File: src/assert_macros.svh
// Assertion helpers shared by the ranging core files.
`ifndef ASSERT_MACROS_SVH
`define ASSERT_MACROS_SVH
`ifndef SYNTHESIS
`define UER_ASSERT(lbl, clk, rstn, prop) \
	lbl: assert property (@(posedge clk) disable iff (!rstn) (prop)) \
		else $error("assertion failed");
`define UER_ASSERT_NEXT(lbl, clk, rstn, ante, cons) \
	lbl: assert property (@(posedge clk) disable iff (!rstn) (ante) |=> (cons)) \
		else $error("assertion failed");
`else
`define UER_ASSERT(lbl, clk, rstn, prop)
`define UER_ASSERT_NEXT(lbl, clk, rstn, ante, cons)
`endif
`endif

File: src/uer_pkg.sv
`default_nettype none

package uer_pkg;

	localparam int PULSE_BITS_DEF = 16;
	localparam int TIMER_BITS_DEF = 20;

	// Register field widths and indexes.
	localparam int PERIOD_W  = 20;
	localparam int WIDTH_W   = 10;
	localparam int TIMEOUT_W = 20;
	localparam int CFG_IDX_W = 2;
	localparam int CFG_DATA_W = 20;

	localparam logic [CFG_IDX_W-1:0] REG_PING_PERIOD   = 2'd0;
	localparam logic [CFG_IDX_W-1:0] REG_TRIGGER_WIDTH = 2'd1;
	localparam logic [CFG_IDX_W-1:0] REG_ECHO_TIMEOUT  = 2'd2;

	localparam logic [PERIOD_W-1:0]  PING_PERIOD_RST   = 20'd100000;
	localparam logic [WIDTH_W-1:0]   TRIGGER_WIDTH_RST = 10'd10;
	localparam logic [TIMEOUT_W-1:0] ECHO_TIMEOUT_RST  = 20'd30000;

	// Phase codes.
	localparam int PHASE_W = 3;
	localparam logic [PHASE_W-1:0] PH_IDLE    = 3'd0;
	localparam logic [PHASE_W-1:0] PH_TRIG    = 3'd1;
	localparam logic [PHASE_W-1:0] PH_RISE    = 3'd2;
	localparam logic [PHASE_W-1:0] PH_FALL    = 3'd3;
	localparam logic [PHASE_W-1:0] PH_RECOVER = 3'd4;

	// distance_mm = (pulse * PULSE_SCALE + ROUND_OFS) / DIV_MOD
	localparam int DIST_W      = 14;
	localparam int REM_W       = 6;
	localparam int PULSE_SCALE = 10;
	localparam int ROUND_OFS   = 29;
	localparam int DIV_MOD     = 58;
	localparam logic [DIST_W-1:0] DIST_MAX = '1;

	typedef struct packed {
		logic start;
		logic inc;
	} dist_ctrl_t;

endpackage

`default_nettype wire

File: src/uer_dist_track.sv
`default_nettype none
`include "assert_macros.svh"

// Keeps quotient and remainder of (pulse*10+29)/58 as the pulse count steps
// up by one, so no divider is needed.
module uer_dist_track (
	input  wire logic                         clk,
	input  wire logic                         arst_n,
	input  wire uer_pkg::dist_ctrl_t          ctrl,
	output logic [uer_pkg::DIST_W-1:0]        track_mm
);

	localparam int SUM_W = uer_pkg::REM_W + 1;

	logic [uer_pkg::REM_W-1:0]  rem_q;
	logic [uer_pkg::DIST_W-1:0] dist_q;
	logic [SUM_W-1:0]           rem_sum;

	assign rem_sum = SUM_W'(rem_q) + SUM_W'(uer_pkg::PULSE_SCALE);

	always_ff @(posedge clk or negedge arst_n) begin
		if (!arst_n) begin
			rem_q  <= '0;
			dist_q <= '0;
		end else if (ctrl.start) begin
			// A pulse of one tick.
			rem_q  <= uer_pkg::REM_W'(uer_pkg::PULSE_SCALE + uer_pkg::ROUND_OFS);
			dist_q <= '0;
		end else if (ctrl.inc && (dist_q != uer_pkg::DIST_MAX)) begin
			if (rem_sum >= SUM_W'(uer_pkg::DIV_MOD)) begin
				rem_q  <= uer_pkg::REM_W'(rem_sum - SUM_W'(uer_pkg::DIV_MOD));
				dist_q <= dist_q + uer_pkg::DIST_W'(1);
			end else begin
				rem_q <= uer_pkg::REM_W'(rem_sum);
			end
		end
	end

	assign track_mm = dist_q;

	`UER_ASSERT(a_rem_range, clk, arst_n, rem_q < uer_pkg::REM_W'(uer_pkg::DIV_MOD))

endmodule

`default_nettype wire

File: src/ultrasonic_echo_ranging_core.sv
`default_nettype none
`include "assert_macros.svh"

// Ultrasonic echo ranging core. Each input transfer is one microsecond tick
// carrying the sampled echo level, and each tick yields exactly one output
// transfer with the trigger level, a sample strobe, the last distance in
// millimeters, a timeout flag and the phase after that tick. One tick is
// taken every clock cycle while the output side does not stall; a tick
// passes an input register and then an output register. The distance is
// kept as a running quotient and remainder that move with the pulse counter,
// so no divider holds up the phase update. Registers are written through the
// cfg port (index 0 ping period, 1 trigger width, 2 echo timeout); the user
// must write them only while no tick is in flight, which the block itself
// does not enforce. The core is ready for ticks straight out of reset.
module ultrasonic_echo_ranging_core #(
	parameter int PULSE_BITS = uer_pkg::PULSE_BITS_DEF,
	parameter int TIMER_BITS = uer_pkg::TIMER_BITS_DEF
) (
	input  wire logic                              clk,
	input  wire logic                              arst_n,
	input  wire logic                              s_axis_tvalid,
	output logic                                   s_axis_tready,
	input  wire logic [7:0]                        s_axis_tdata,  // [0] echo_level
	output logic                                   m_axis_tvalid,
	input  wire logic                              m_axis_tready,
	// [0] trigger_drive, [1] sample_valid, [15:2] range_mm,
	// [16] timeout_event, [19:17] ranging_phase, [23:20] zero
	output logic [23:0]                            m_axis_tdata,
	input  wire logic                              cfg_valid,
	output logic                                   cfg_ready,
	input  wire logic [uer_pkg::CFG_IDX_W-1:0]     cfg_index,
	input  wire logic [uer_pkg::CFG_DATA_W-1:0]    cfg_data
);

	localparam int CMP_W = (TIMER_BITS > uer_pkg::PERIOD_W) ? TIMER_BITS : uer_pkg::PERIOD_W;
	localparam logic [TIMER_BITS-1:0] TIMER_MAX = '1;
	localparam logic [PULSE_BITS-1:0] PULSE_MAX = '1;

	logic [uer_pkg::PERIOD_W-1:0]  period_q;
	logic [uer_pkg::WIDTH_W-1:0]   width_q;
	logic [uer_pkg::TIMEOUT_W-1:0] timeout_q;

	logic v_s1;
	logic echo_s1;
	logic adv;
	logic s_acc;

	logic [uer_pkg::PHASE_W-1:0] phase_q, phase_n;
	logic [TIMER_BITS-1:0]       pwc_q, pwc_n, pwc_inc;
	logic [TIMER_BITS-1:0]       stc_q, stc_n, stc_inc;
	logic [PULSE_BITS-1:0]       pulse_q, pulse_n;
	logic [uer_pkg::DIST_W-1:0]  last_dist_q, last_dist_n;
	logic [uer_pkg::DIST_W-1:0]  track_dist;
	logic                        trig_n, valid_n, tmo_n;
	logic                        ping_due, expired, width_done;
	uer_pkg::dist_ctrl_t         dctrl, dctrl_g;

	logic                        out_valid_q;
	logic                        out_trig_q, out_sample_q, out_tmo_q;
	logic [uer_pkg::DIST_W-1:0]  out_dist_q;
	logic [uer_pkg::PHASE_W-1:0] out_phase_q;

	// Configuration registers.
	assign cfg_ready = 1'b1;

	always_ff @(posedge clk or negedge arst_n) begin
		if (!arst_n) begin
			period_q  <= uer_pkg::PING_PERIOD_RST;
			width_q   <= uer_pkg::TRIGGER_WIDTH_RST;
			timeout_q <= uer_pkg::ECHO_TIMEOUT_RST;
		end else if (cfg_valid && cfg_ready) begin
			case (cfg_index)
				uer_pkg::REG_PING_PERIOD:   period_q  <= cfg_data[uer_pkg::PERIOD_W-1:0];
				uer_pkg::REG_TRIGGER_WIDTH: width_q   <= cfg_data[uer_pkg::WIDTH_W-1:0];
				uer_pkg::REG_ECHO_TIMEOUT:  timeout_q <= cfg_data[uer_pkg::TIMEOUT_W-1:0];
				default: ;
			endcase
		end
	end

	// Input register.
	assign adv           = v_s1 && (!out_valid_q || m_axis_tready);
	assign s_axis_tready = !v_s1 || adv;
	assign s_acc         = s_axis_tvalid && s_axis_tready;

	always_ff @(posedge clk or negedge arst_n) begin
		if (!arst_n) begin
			v_s1 <= 1'b0;
		end else if (s_acc) begin
			v_s1 <= 1'b1;
		end else if (adv) begin
			v_s1 <= 1'b0;
		end
	end

	always_ff @(posedge clk) begin
		if (s_acc) begin
			echo_s1 <= s_axis_tdata[0];
		end
	end

	// Phase update for the tick in the input register.
	assign pwc_inc = (pwc_q == TIMER_MAX) ? pwc_q : pwc_q + TIMER_BITS'(1);
	assign stc_inc = (stc_q == TIMER_MAX) ? stc_q : stc_q + TIMER_BITS'(1);

	assign ping_due   = (CMP_W'(pwc_q) >= CMP_W'(period_q)) || (pwc_q == TIMER_MAX);
	assign expired    = (CMP_W'(stc_inc) > CMP_W'(timeout_q)) || (stc_inc == TIMER_MAX);
	assign width_done = CMP_W'(stc_inc) >= CMP_W'(width_q);

	always_comb begin
		phase_n     = phase_q;
		pwc_n       = pwc_q;
		stc_n       = stc_q;
		pulse_n     = pulse_q;
		last_dist_n = last_dist_q;
		trig_n      = 1'b0;
		valid_n     = 1'b0;
		tmo_n       = 1'b0;
		dctrl       = '0;
		case (phase_q)
			uer_pkg::PH_IDLE: begin
				if (ping_due) begin
					if (echo_s1) begin
						// Echo stuck high at ping time.
						tmo_n   = 1'b1;
						phase_n = uer_pkg::PH_RECOVER;
					end else begin
						stc_n   = '0;
						phase_n = uer_pkg::PH_TRIG;
						trig_n  = 1'b1;
					end
				end else begin
					pwc_n = pwc_inc;
				end
			end
			uer_pkg::PH_TRIG: begin
				stc_n = stc_inc;
				if (width_done) begin
					phase_n = uer_pkg::PH_RISE;
				end else begin
					trig_n = 1'b1;
				end
			end
			uer_pkg::PH_RISE: begin
				stc_n = stc_inc;
				if (echo_s1) begin
					pulse_n     = PULSE_BITS'(1);
					dctrl.start = 1'b1;
					phase_n     = uer_pkg::PH_FALL;
				end else if (expired) begin
					tmo_n   = 1'b1;
					phase_n = uer_pkg::PH_RECOVER;
				end
			end
			uer_pkg::PH_FALL: begin
				stc_n = stc_inc;
				if (!echo_s1) begin
					last_dist_n = track_dist;
					valid_n     = 1'b1;
					pwc_n       = '0;
					phase_n     = uer_pkg::PH_IDLE;
				end else begin
					if (pulse_q != PULSE_MAX) begin
						pulse_n   = pulse_q + PULSE_BITS'(1);
						dctrl.inc = 1'b1;
					end
					if (expired) begin
						tmo_n   = 1'b1;
						phase_n = uer_pkg::PH_RECOVER;
					end
				end
			end
			default: begin
				// Recovering, and the unused codes.
				if (!echo_s1) begin
					pwc_n   = '0;
					phase_n = uer_pkg::PH_IDLE;
				end else begin
					phase_n = uer_pkg::PH_RECOVER;
				end
			end
		endcase
	end

	assign dctrl_g = adv ? dctrl : '0;

	uer_dist_track u_dist (
		.clk      (clk),
		.arst_n   (arst_n),
		.ctrl     (dctrl_g),
		.track_mm (track_dist)
	);

	always_ff @(posedge clk or negedge arst_n) begin
		if (!arst_n) begin
			phase_q     <= uer_pkg::PH_IDLE;
			pwc_q       <= '0;
			stc_q       <= '0;
			pulse_q     <= '0;
			last_dist_q <= '0;
		end else if (adv) begin
			phase_q     <= phase_n;
			pwc_q       <= pwc_n;
			stc_q       <= stc_n;
			pulse_q     <= pulse_n;
			last_dist_q <= last_dist_n;
		end
	end

	// Output register.
	always_ff @(posedge clk or negedge arst_n) begin
		if (!arst_n) begin
			out_valid_q <= 1'b0;
		end else if (adv) begin
			out_valid_q <= 1'b1;
		end else if (m_axis_tready) begin
			out_valid_q <= 1'b0;
		end
	end

	always_ff @(posedge clk) begin
		if (adv) begin
			out_trig_q   <= trig_n;
			out_sample_q <= valid_n;
			out_dist_q   <= last_dist_n;
			out_tmo_q    <= tmo_n;
			out_phase_q  <= phase_n;
		end
	end

	assign m_axis_tvalid = out_valid_q;
	assign m_axis_tdata  = {4'b0000, out_phase_q, out_tmo_q, out_dist_q, out_sample_q, out_trig_q};

	`UER_ASSERT(a_trig_phase, clk, arst_n,
		!out_valid_q || !out_trig_q || (out_phase_q == uer_pkg::PH_TRIG))
	`UER_ASSERT(a_sample_idle, clk, arst_n,
		!out_valid_q || !out_sample_q || (out_phase_q == uer_pkg::PH_IDLE))
	`UER_ASSERT(a_tmo_recover, clk, arst_n,
		!out_valid_q || !out_tmo_q || (out_phase_q == uer_pkg::PH_RECOVER))
	`UER_ASSERT_NEXT(a_sample_latched, clk, arst_n, adv && valid_n,
		last_dist_q == out_dist_q)

endmodule

`default_nettype wire
File: config.mk
export PLATFORM = sky130hd
export DESIGN_NAME = ultrasonic_echo_ranging_core
export DESIGN_NICKNAME = d
export VERILOG_FILES = /design/src/uer_pkg.sv /design/src/uer_dist_track.sv /design/src/ultrasonic_echo_ranging_core.sv
export VERILOG_INCLUDE_DIRS = /design/src /design/src/src
export SDC_FILE = /design/constraint.sdc
export NUM_CORES = 1
export LEC_CHECK = 0
export ABC_AREA = 0
export ABC_CLOCK_PERIOD_IN_PS = 3800
export BUFFER_PORTS_ARGS = -buffer_cell sky130_fd_sc_hd__buf_4
export CORE_UTILIZATION = 35
export DETAILED_ROUTE_END_ITERATION = 8
export GPL_ROUTABILITY_DRIVEN = 0
export GPL_TIMING_DRIVEN = 0
export SETUP_SLACK_MARGIN = 0.5
export SKIP_CTS_REPAIR_TIMING = 1
export SYNTH_ARGS = -nofsm -noshare
export SYNTH_HDL_FRONTEND = slang
export SYNTH_SLANG_ARGS = --single-unit
File: constraint.sdc
create_clock -name clk -period 3.8 [get_ports clk]
set_clock_uncertainty 0.2 [all_clocks]
set_input_delay 0.76 -clock clk [delete_from_list [all_inputs] [get_ports clk]]
set_output_delay 0.76 -clock clk [all_outputs]
set_load 0.01 [all_outputs]
# Word level (Yosys, flattened, before mapping)
# Cells that the tools add are included.
# classes
n_addsub,6
eq_ne,18
bitwise_logic,1
magnitude_cmp,4
mux,46
reduce_logical,26
# op_table
op,count
two-way mux 20 bit,5
one-hot mux 20 bit (2 select lines),2
two-way mux 14 bit,5
equality test 20 bit (second input constant),3
two-way mux 16 bit,3
adder 20 x 1 -> 20 bit (second input constant),2
one-hot mux 16 bit (2 select lines),1
two-way mux 3 bit,7
greater-or-equal comparator 20 x 10 -> 1 bit,1
greater-or-equal comparator 20 bit,1
greater-than comparator 20 bit,1
two-way mux 6 bit,3
adder 16 x 1 -> 16 bit (second input constant),1
two-way mux 1 bit,16
!= test 16 bit (second input constant),1
adder 14 x 1 -> 14 bit (second input constant),1
!= test 14 bit (second input constant),1
!= test 2 bit (second input constant),7
one-hot mux 3 bit (4 select lines),1
nonzero test 2 bit,6
AND reduction 5 bit,2
AND reduction 2 bit,4
adder 6 x 4 -> 7 bit (second input constant),1
greater-or-equal comparator 7 x 6 -> 1 bit (second input constant),1
18 further kinds,25
# totals
in_bits,35
out_inout_bits,27
regBits,166
word_cells,119

# Depth between registers and ports, before layout
# Gate-level depths: netlist (run 1).
# logic_depth
depth_word,8
depth_mapped,17
mapped_depth_nobuf,17

# Cells and area by module
# From an unflattened synthesis (run 1), not the netlist that was laid out.
# hier_totals
cells_unflattened,1043
area_unflattened_um2,9919.5
# by_module_without_submodules
module,cells_per_inst,area_per_inst_um2,instances,seq_area_each_um2
ultrasonic_echo_ranging_core,912,8628.3,1,3777.4
uer_dist_track,131,1291.2,1,500.5

# Worst setup path before layout (run 1)
# OpenSTA, ideal clock, no wires.
# synth_path
path_kind,register -> register
from,register stc_q[5]
to,register phase_q[0] in the netlist's numbering
setup_slack_ns,-0.069
setup_ns,0.125
t_arrival_ns,3.544
n_path_buf,1
required_time_ns,3.475
path_stages_with_launch,16
period_less_slack_ns,3.869
path_cell_list,dfrtp_1 > buf_2 > nand3_1 > nor3_1 > a31oi_1 > nor3_1 > inv_1 > ha_1 > nand4_1 > or2_2 > nor3_1 > a221oi_1 > a22oi_1 > a211oi_1 > or3b_4 > mux2_4
# synth_via
elab_chain_cells,7
word_cells_on_any_way,12
cone_classes,add/sub: 1; order compare: 2; eq/ne: 2; mux: 6; reduce/logical: 1
# synth_rtl
item,line_no,source
from (decl),ultrasonic_echo_ranging_core.sv:50,"logic [TIMER_BITS-1:0] stc_q, stc_n, stc_inc;"
from (signal assigned),ultrasonic_echo_ranging_core.sv:204,stc_q <= stc_n;
adder 20 x 1 -> 20 bit or equality test 20 bit (tied branches),ultrasonic_echo_ranging_core.sv:104,assign stc_inc = (stc_q == TIMER_MAX) ? stc_q : stc_q + TIMER_BITS'(1);
two-way mux 20 bit *,ultrasonic_echo_ranging_core.sv:104,
greater-than comparator 20 bit or equality test 20 bit (tied branches),ultrasonic_echo_ranging_core.sv:107,assign expired = (CMP_W'(stc_inc) > CMP_W'(timeout_q)) || (stc_inc == TIMER_MAX);
logical OR 1 bit,ultrasonic_echo_ranging_core.sv:107,
two-way mux 3 bit,"ultrasonic_echo_ranging_core.sv:150, ultrasonic_echo_ranging_core.sv:167",
"two-way mux 3 bit, on equally long branches","ultrasonic_echo_ranging_core.sv:157, ultrasonic_echo_ranging_core.sv:146",
one-hot mux 3 bit (4 select lines) *,ultrasonic_echo_ranging_core.sv:120,case (phase_q)
"net phase_n, one bit",ultrasonic_echo_ranging_core.sv:48,"logic [uer_pkg::PHASE_W-1:0] phase_q, phase_n;"
to (signal assigned),ultrasonic_echo_ranging_core.sv:196,phase_q <= uer_pkg::PH_IDLE;
to (signal assigned),ultrasonic_echo_ranging_core.sv:202,phase_q <= phase_n;
to (decl),ultrasonic_echo_ranging_core.sv:48,
# Mark *: on every way through the listed nets, which the timed path passes. The rest lies on a longest branch.
# A chain may end at the register's enable or synchronous reset.

# Final worst setup path (run 1)
# layout_path
from,register stc_q[17]
to,register out_phase_q[1] in the netlist's numbering (data pin)
# layout_via
elab_chain_cells,7
word_cells_on_any_way,12
cone_classes,add/sub: 1; order compare: 2; eq/ne: 2; mux: 6; reduce/logical: 1
# layout_rtl
item,line_no,source
adder 20 x 1 -> 20 bit or equality test 20 bit (tied branches),ultrasonic_echo_ranging_core.sv:104,
two-way mux 20 bit *,ultrasonic_echo_ranging_core.sv:104,
greater-than comparator 20 bit or equality test 20 bit (tied branches),ultrasonic_echo_ranging_core.sv:107,
logical OR 1 bit,ultrasonic_echo_ranging_core.sv:107,
two-way mux 3 bit,"ultrasonic_echo_ranging_core.sv:150, ultrasonic_echo_ranging_core.sv:167",
"two-way mux 3 bit, on equally long branches","ultrasonic_echo_ranging_core.sv:157, ultrasonic_echo_ranging_core.sv:146",
one-hot mux 3 bit (4 select lines) *,ultrasonic_echo_ranging_core.sv:120,
"net phase_n, one bit",ultrasonic_echo_ranging_core.sv:48,
to (signal assigned),ultrasonic_echo_ranging_core.sv:227,out_phase_q <= phase_n;
to (decl),ultrasonic_echo_ranging_core.sv:61,logic [uer_pkg::PHASE_W-1:0] out_phase_q;
# Marked as above.

==> results of run 1 <==
==> power breakdown <==
part | internal, mW | switching [mW] | total, mW
Combinational | 0.738 | 1.01 | 1.75
Clock | 0.868 | 0.811 | 1.68
Sequential | 2.05 | 0.163 | 2.22
Total | 3.66 | 1.99 | 5.65
==> cells in the mapped netlist, drive strengths merged (2+ instances only) <==
library cell  count
o21ai            65
a31oi             6
and4              8
nand4            34
nor4              8
nor2b             7
ha               55
a211o             2
nand3b            5
nand2b           11
edfxtp           21
a21o             15
dfstp            15
or2               4
o31ai            16
o211ai            3
a41oi             2
mux2             47
and2             11
xor2             31
nand2           121
dfrtp           130
nor3             20
conb              2
a21oi            41
o21a              4
o2111ai           2
o22ai             2
xnor2            12
nand4b            3
a211oi            2
nor4b             2
clkbuf           27
buf              12
inv              72
mux2i             6
nor2             73
or3              14
and3              7
a221oi            2
nand3            33
==> worst max-delay path, stage by stage (launching register included) <==
cell and delay [ns]:
dfrtp_1 0.42, nand4_1 0.16, buf_4 0.20, or4_4 0.44
nor3_4 0.25, nor2_2 0.09, xor2_2 0.31, ha_2 0.25
nor3_1 0.05, o21ai_1 0.09, o2111ai_2 0.16, a21oi_2 0.17
nor2_1 0.07, a22oi_2 0.21, buf_4 0.16, a21oi_4 0.04
a311o_1 0.40
==> routing by layer <==
layer / up-vias / global-route usage [%]
li1: 3647 / -
met5: - / 0
met1: 3607 / 23.8
met2: 179 / 26.6
met3: 39 / 2.66
met4: 0 / 5.42
==> cells by family after synthesis <==
group / synth area share, %
AO/OA/AOI/OAI: 11.2
XOR/XNOR: 4.06
adder cells (fa/ha/maj): 7.54
buffers and inverters: 4.86
flip-flops: 46.2
multiplexers: 6.40
other: 0.0811
AND/OR/NAND/NOR: 19.7
==> state kept, by name, indices dropped and copies added (netlist names), 6 cells and up <==
name / flops
pwc_q: 20
period_q: 20
stc_q: 20
pulse_q: 16
out_dist_q: 14
width_q: 10
u_dist.track_mm: 14
u_dist.rem_q: 6
timeout_q: 20
last_dist_q: 14
==> worst paths after layout <==
kind / startpoint / depth (start not counted) / endpoint / slack (ns)
hold reg to reg: last_dist_q[7]$_DFFE_PN0P_ / 2 / last_dist_q[7]$_DFFE_PN0P_ / 0.27
max in group asynchronous: arst_n / 2 / stc_q[16]$_DFFE_PN0P_ / 2.41
setup reg to reg: stc_q[17]$_DFFE_PN0P_ / 16 / out_phase_q[1]$_DFFE_PP_ / -0.14
min in group clk: last_dist_q[7]$_DFFE_PN0P_ / 2 / last_dist_q[7]$_DFFE_PN0P_ / 0.27
hold / removal: arst_n / 1 / last_dist_q[8]$_DFFE_PN0P_ / 0.07
setup / recovery: stc_q[17]$_DFFE_PN0P_ / 16 / out_phase_q[1]$_DFFE_PP_ / -0.14
==> cell type report <==
cell class / instances / area, µm² / share of cell area [%]
multi-input combinational: 692 / 5000 / 43.1
sequential: 166 / 4290 / 37.0
timing repair buffer: 105 / 848 / 7.31
clock buffer: 17 / 425 / 3.66
tap: 335 / 419 / 3.61
inverter: 72 / 270 / 2.33
buffer: 39 / 211 / 1.82
clock inverter: 15 / 141 / 1.22
==> stage by stage <==
stage	utilization [%]	setup slack, ns	hold WS (ns)	instances	total power [mW]
4_1_cts	41.4	-0.502	0.0813	1386	5.42
3_5_place_dp	39.3	-0.484	0.259	1354	3.72
6_report	44.7	-0.142	0.0690	1441	5.65
5_1_grt	44.7	-0.262	0.0971	1441	5.97
3_3_place_gp	39.1	-0.425	0.253	1353	3.69
2_1_floorplan	-	0.245	0.241	969	3.24
==> results.json, run 1 <==
{
  "synth_area_leaders": "dfrtp_1 35%, ha_1 7.4%, edfxtp_1 6.8%, mux2_2 5.6%, nand2_1 4.9%",
  "min_path_type": "in2async",
  "worstSkewPairLatency_ns": 0.43,
  "cts_sinks": 166,
  "synth-main-ff-cell": "dfrtp_1",
  "met2WireLength_um": 10900,
  "antenna_found_initial": 0,
  "cp_max_fo": 5,
  "cts_max_level": 4,
  "yosys.area.top_type": "dfrtp_1",
  "fp.dieW_um": 165,
  "synthArstFlopShare_pct": 87.3,
  "maxCapViolations": 0,
  "p_leak_nw": 5.39,
  "area_delta_synth_final_pct": 25.3,
  "grt-ovfl-total": 0,
  "grt_pass1_vias": 6863,
  "ctsRootBufferMaster": "clkbuf_16",
  "post-route-drc-count": 0,
  "ant_nets": 0,
  "row_count": 59,
  "arrival_ns": 3.90,
  "slew-limit-headroom_pct": 39.2,
  "endpoint_kind": "flop",
  "cts_tree": "built",
  "drt_iter0_markers": 505,
  "timing.fmax_mhz": 254,
  "fp.dieArea_um2": 27100,
  "place_hpwl_um": 15700,
  "start_kind": "flop",
  "synth_seq_area_share_pct": 46.2,
  "min_period_ns": 3.94,
  "worst_pin_slew_ns": 0.905,
  "top_layer_used": "met4",
  "synth-edff-count": 21,
  "clk_path_buf_depth": 2,
  "grt_pass1_wl_um": 35800,
  "hold_viol": 0,
  "vias": 7472,
  "met3_length_um": 847,
  "die_h_um": 165,
  "netlist_instances": 966,
  "fin_crit_sh_pct": 104,
  "worst_slack_ns": -0.142,
  "drt_wl_total_um": 22900,
  "fin_tns_setup_ns": -0.390,
  "setup_viol": 4,
  "status": "finished with violations",
  "fin_nets": 1183,
  "layout_common_cells": "120 x dfrtp_1, 116 x nand2_1, 106 x buf_4, 69 x inv_1, 64 x nor2_1",
  "nFillCells": 2487,
  "dpl_cell_area_um2": 10200,
  "cts_buffers": 17,
  "yosysTopAreaCellShare_pct": 35.1,
  "final_common_cell": "dfrtp_1",
  "wl_met1_um": 10700,
  "postSynthAreaPerCell_um2": 9.59,
  "clk_pin_slew_ns": 0.08,
  "wl_per_cell_um": 15.9,
  "criticalPathCategory": "reg2reg",
  "port_buffers": 49,
  "final_max_slew_viol_count": 0,
  "num_io_pins": 62,
  "design_area_um2": 11600,
  "core-area_um2": 26000,
  "ir_drop_v": 0.000250,
  "yosysWarnings": 0,
  "track_usage_pct": 16.9,
  "dr.pass1.iters": 5,
  "vias_per_cell": 5.19,
  "grt_max_degree": 96,
  "synth.distinct_cells": 64,
  "initial_utilization_pct": 35.7,
  "required_ns": 3.76,
  "ys_ff_latch": 166,
  "synthesis.area_um2": 9270,
  "powerDensity_nw_per_um2": 486,
  "rsz0062_at_grt": "yes",
  "layout-drive-gt1-share_pct": 27.1,
  "failed_checks": "setup timing",
  "diodes": 0
}
(Power assumes the default switching activity.)
==> run 2, diff against run 1 <==
CTS_CLUSTER_DIAMETER = 120   (was default)
GPL_TIMING_DRIVEN = default   (was 0)
SKIP_CTS_REPAIR_TIMING = default   (was 1)
==> results.json, run 2 (synthesis gave the netlist of run 1 again) <==
{
  "vias": 7404,
  "criticalPathCategory": "reg2reg",
  "ir_drop_v": 0.000316,
  "fp.dieW_um": 165,
  "finalPower_mw": 5.72,
  "antenna_found_initial": 0,
  "diodes": 0,
  "crit_family": "simple AND/OR/NAND/NOR gates",
  "holdBufCountCts": 0,
  "area_delta_synth_final_pct": 28.6,
  "cp.depth": 20,
  "fp.dieArea_um2": 27100,
  "grt_pass1_vias": 7460,
  "row_count": 59,
  "critical_path.max_stage_delay_ns": 0.44,
  "die_h_um": 165,
  "fin_crit_sh_pct": 101,
  "layout_common_cells": "164 x buf_4, 125 x dfrtp_1, 120 x nand2_1, 69 x inv_1, 67 x nor2_1",
  "worstPathCellList": "nand4_1 > buf_4 > buf_6 > or4_4 > nor3_4 > buf_4 > buf_6 > nor2_4 > nor2_4 > buf_4 > ha_4 > o21a_1 > o21ai_1 > nand2b_1 > a221oi_2 > a22oi_2 > buf_4 > a21oi_4 > o21a_1 > nor2_2",
  "ctsRootBufferMaster": "clkbuf_16",
  "port_buffers": 49,
  "worst_pin_slew_ns": 1.18,
  "grt_max_degree": 74,
  "p_seq_share_pct": 39.4,
  "slew-limit-headroom_pct": 21.0,
  "grt_pass1_wl_um": 37000,
  "initial_utilization_pct": 35.7,
  "status": "finished with violations",
  "rsz0062_at_grt": "yes",
  "cp_max_fo": 5,
  "cts_buffers": 17,
  "clk_path_buf_depth": 2,
  "maxCapViolations": 0,
  "worst-path-buf-inv": 6,
  "drt_iter0_markers": 405,
  "clock_power_share_pct": 31.1,
  "switching_power_mw": 1.95,
  "min_path_type": "in2async",
  "final_common_cell": "buf_4",
  "endpoint_kind": "flop",
  "wl_per_cell_um": 15.2,
  "required_ns": 3.76,
  "cts_tree": "built",
  "core-area_um2": 26000,
  "finish.utilization_pct": 45.9,
  "fin_nets": 1213,
  "p_int_mw": 3.77,
  "powerDensity_nw_per_um2": 480,
  "clk_pin_slew_ns": 0.08,
  "vias_per_cell": 5.03,
  "hold_slack_ns": 0.141,
  "crit_path_top_delay_cell": "or4_4",
  "layout-drive-gt1-share_pct": 30.1,
  "arrival_ns": 3.80,
  "post-route-drc-count": 0,
  "ant_nets": 0,
  "cts_sinks": 166,
  "min_period_ns": 3.84,
  "place_hpwl_um": 16100,
  "cts_max_level": 4,
  "track_usage_pct": 17.5,
  "nFillCells": 2462,
  "p_comb_share_pct": 29.5,
  "grt-ovfl-total": 0,
  "hold_viol": 0,
  "start_kind": "flop",
  "design_area_um2": 11900,
  "p_leak_nw": 5.57,
  "dpl_cell_area_um2": 10700,
  "swShare_pct": 34.1,
  "num_io_pins": 62,
  "final_max_slew_viol_count": 0,
  "dr.pass1.iters": 4,
  "setup_viol": 5,
  "r2r_cells": 20,
  "worst_slack_ns": -0.0391,
  "timing.fmax_mhz": 260,
  "drt_wl_total_um": 22400,
  "cp_common_cell": "buf_4",
  "worstSkewPairLatency_ns": 0.44,
  "failed_checks": "setup timing"
}
run 2: cell types whose count changed in the layout (fill, tap and decap cells not counted), sizes merged:
cell,change
buf,+55
bufinv,+1
clkinvlp,+1
clkinv,-1
clkbuf,-25
inv,-1
run 2: worst reg2reg max path, delay by kind of cell, from the launching register on:
| kind | cells | cell delay [ns] |
|---|---|---|
| AND/OR/NAND/NOR | 7 | 1.05 |
| AO/OA/AOI/OAI | 6 | 0.93 |
| buffers and inverters | 6 | 0.81 |
| flip-flops | 1 | 0.41 |
| adder cells (fa/ha/maj) | 1 | 0.19 |
run 2: routing by layer:
layer	up-vias	routed length [µm]	GRT usage, %
met2	96	10700	28.9
met5	-	0	0
met1	3573	10700	23.2
met4	0	385	6.13
li1	3705	-	-
met3	30	616	2.61
run 2: power groups by stage:
stage          registers, mW  logic, mW  clock network, mW
5_1_grt                 2.29       1.89               1.89
4_1_cts                 2.25       1.64               1.82
3_5_place_dp            2.29       1.53                  0
3_3_place_gp            2.28       1.51                  0
6_report                2.26       1.68               1.78
2_1_floorplan           2.22       1.02                  0
run 2: per-stage QoR:
stage / setup WS, ns / std cells / TNS, ns
floorplan: 0.245 / 969 / 0
global placement: -0.122 / 1409 / -0.242
detailed placement: -0.147 / 1409 / -0.432
CTS: 0.113 / 1466 / 0
global route: -0.207 / 1471 / -1.12
finish: -0.0391 / 1471 / -0.0960
run 2: worst paths after layout:
path	startpoint	to	slack, ns
max in group asynchronous	arst_n	timeout_q[14]$_DFFE_PN1P_	2.43
worst max-delay path	stc_q[15]$_DFFE_PN0P_	out_tmo_q$_SDFFCE_PN0P_	-0.04
worst min register to register	last_dist_q[6]$_DFFE_PN0P_	last_dist_q[6]$_DFFE_PN0P_	0.27
worst min-delay path	arst_n	last_dist_q[7]$_DFFE_PN0P_	0.14
worst max register to register	stc_q[15]$_DFFE_PN0P_	out_tmo_q$_SDFFCE_PN0P_	-0.04
min in group clk	last_dist_q[6]$_DFFE_PN0P_	last_dist_q[6]$_DFFE_PN0P_	0.27
run 2: timing repair:
action / 4_1_cts / 5_1_grt
gates resized for setup: 44 / 26
gates cloned: 0 / 0
setup endpoints to repair: 24 / 30
pin swaps: 29 / 31
buffers inserted: 25 / 5
run 2: layout make-up:
type                            count  area, µm²  area share, %
Sequential cell                   166       4280           36.0
Inverter                           72        270           2.27
Multi-Input combinational cell    692       4980           41.8
Timing Repair Buffer              174       1350           11.4
Tap cell                          335        419           3.52
Clock buffer                       17        425           3.57
Clock inverter                     15        183           1.53
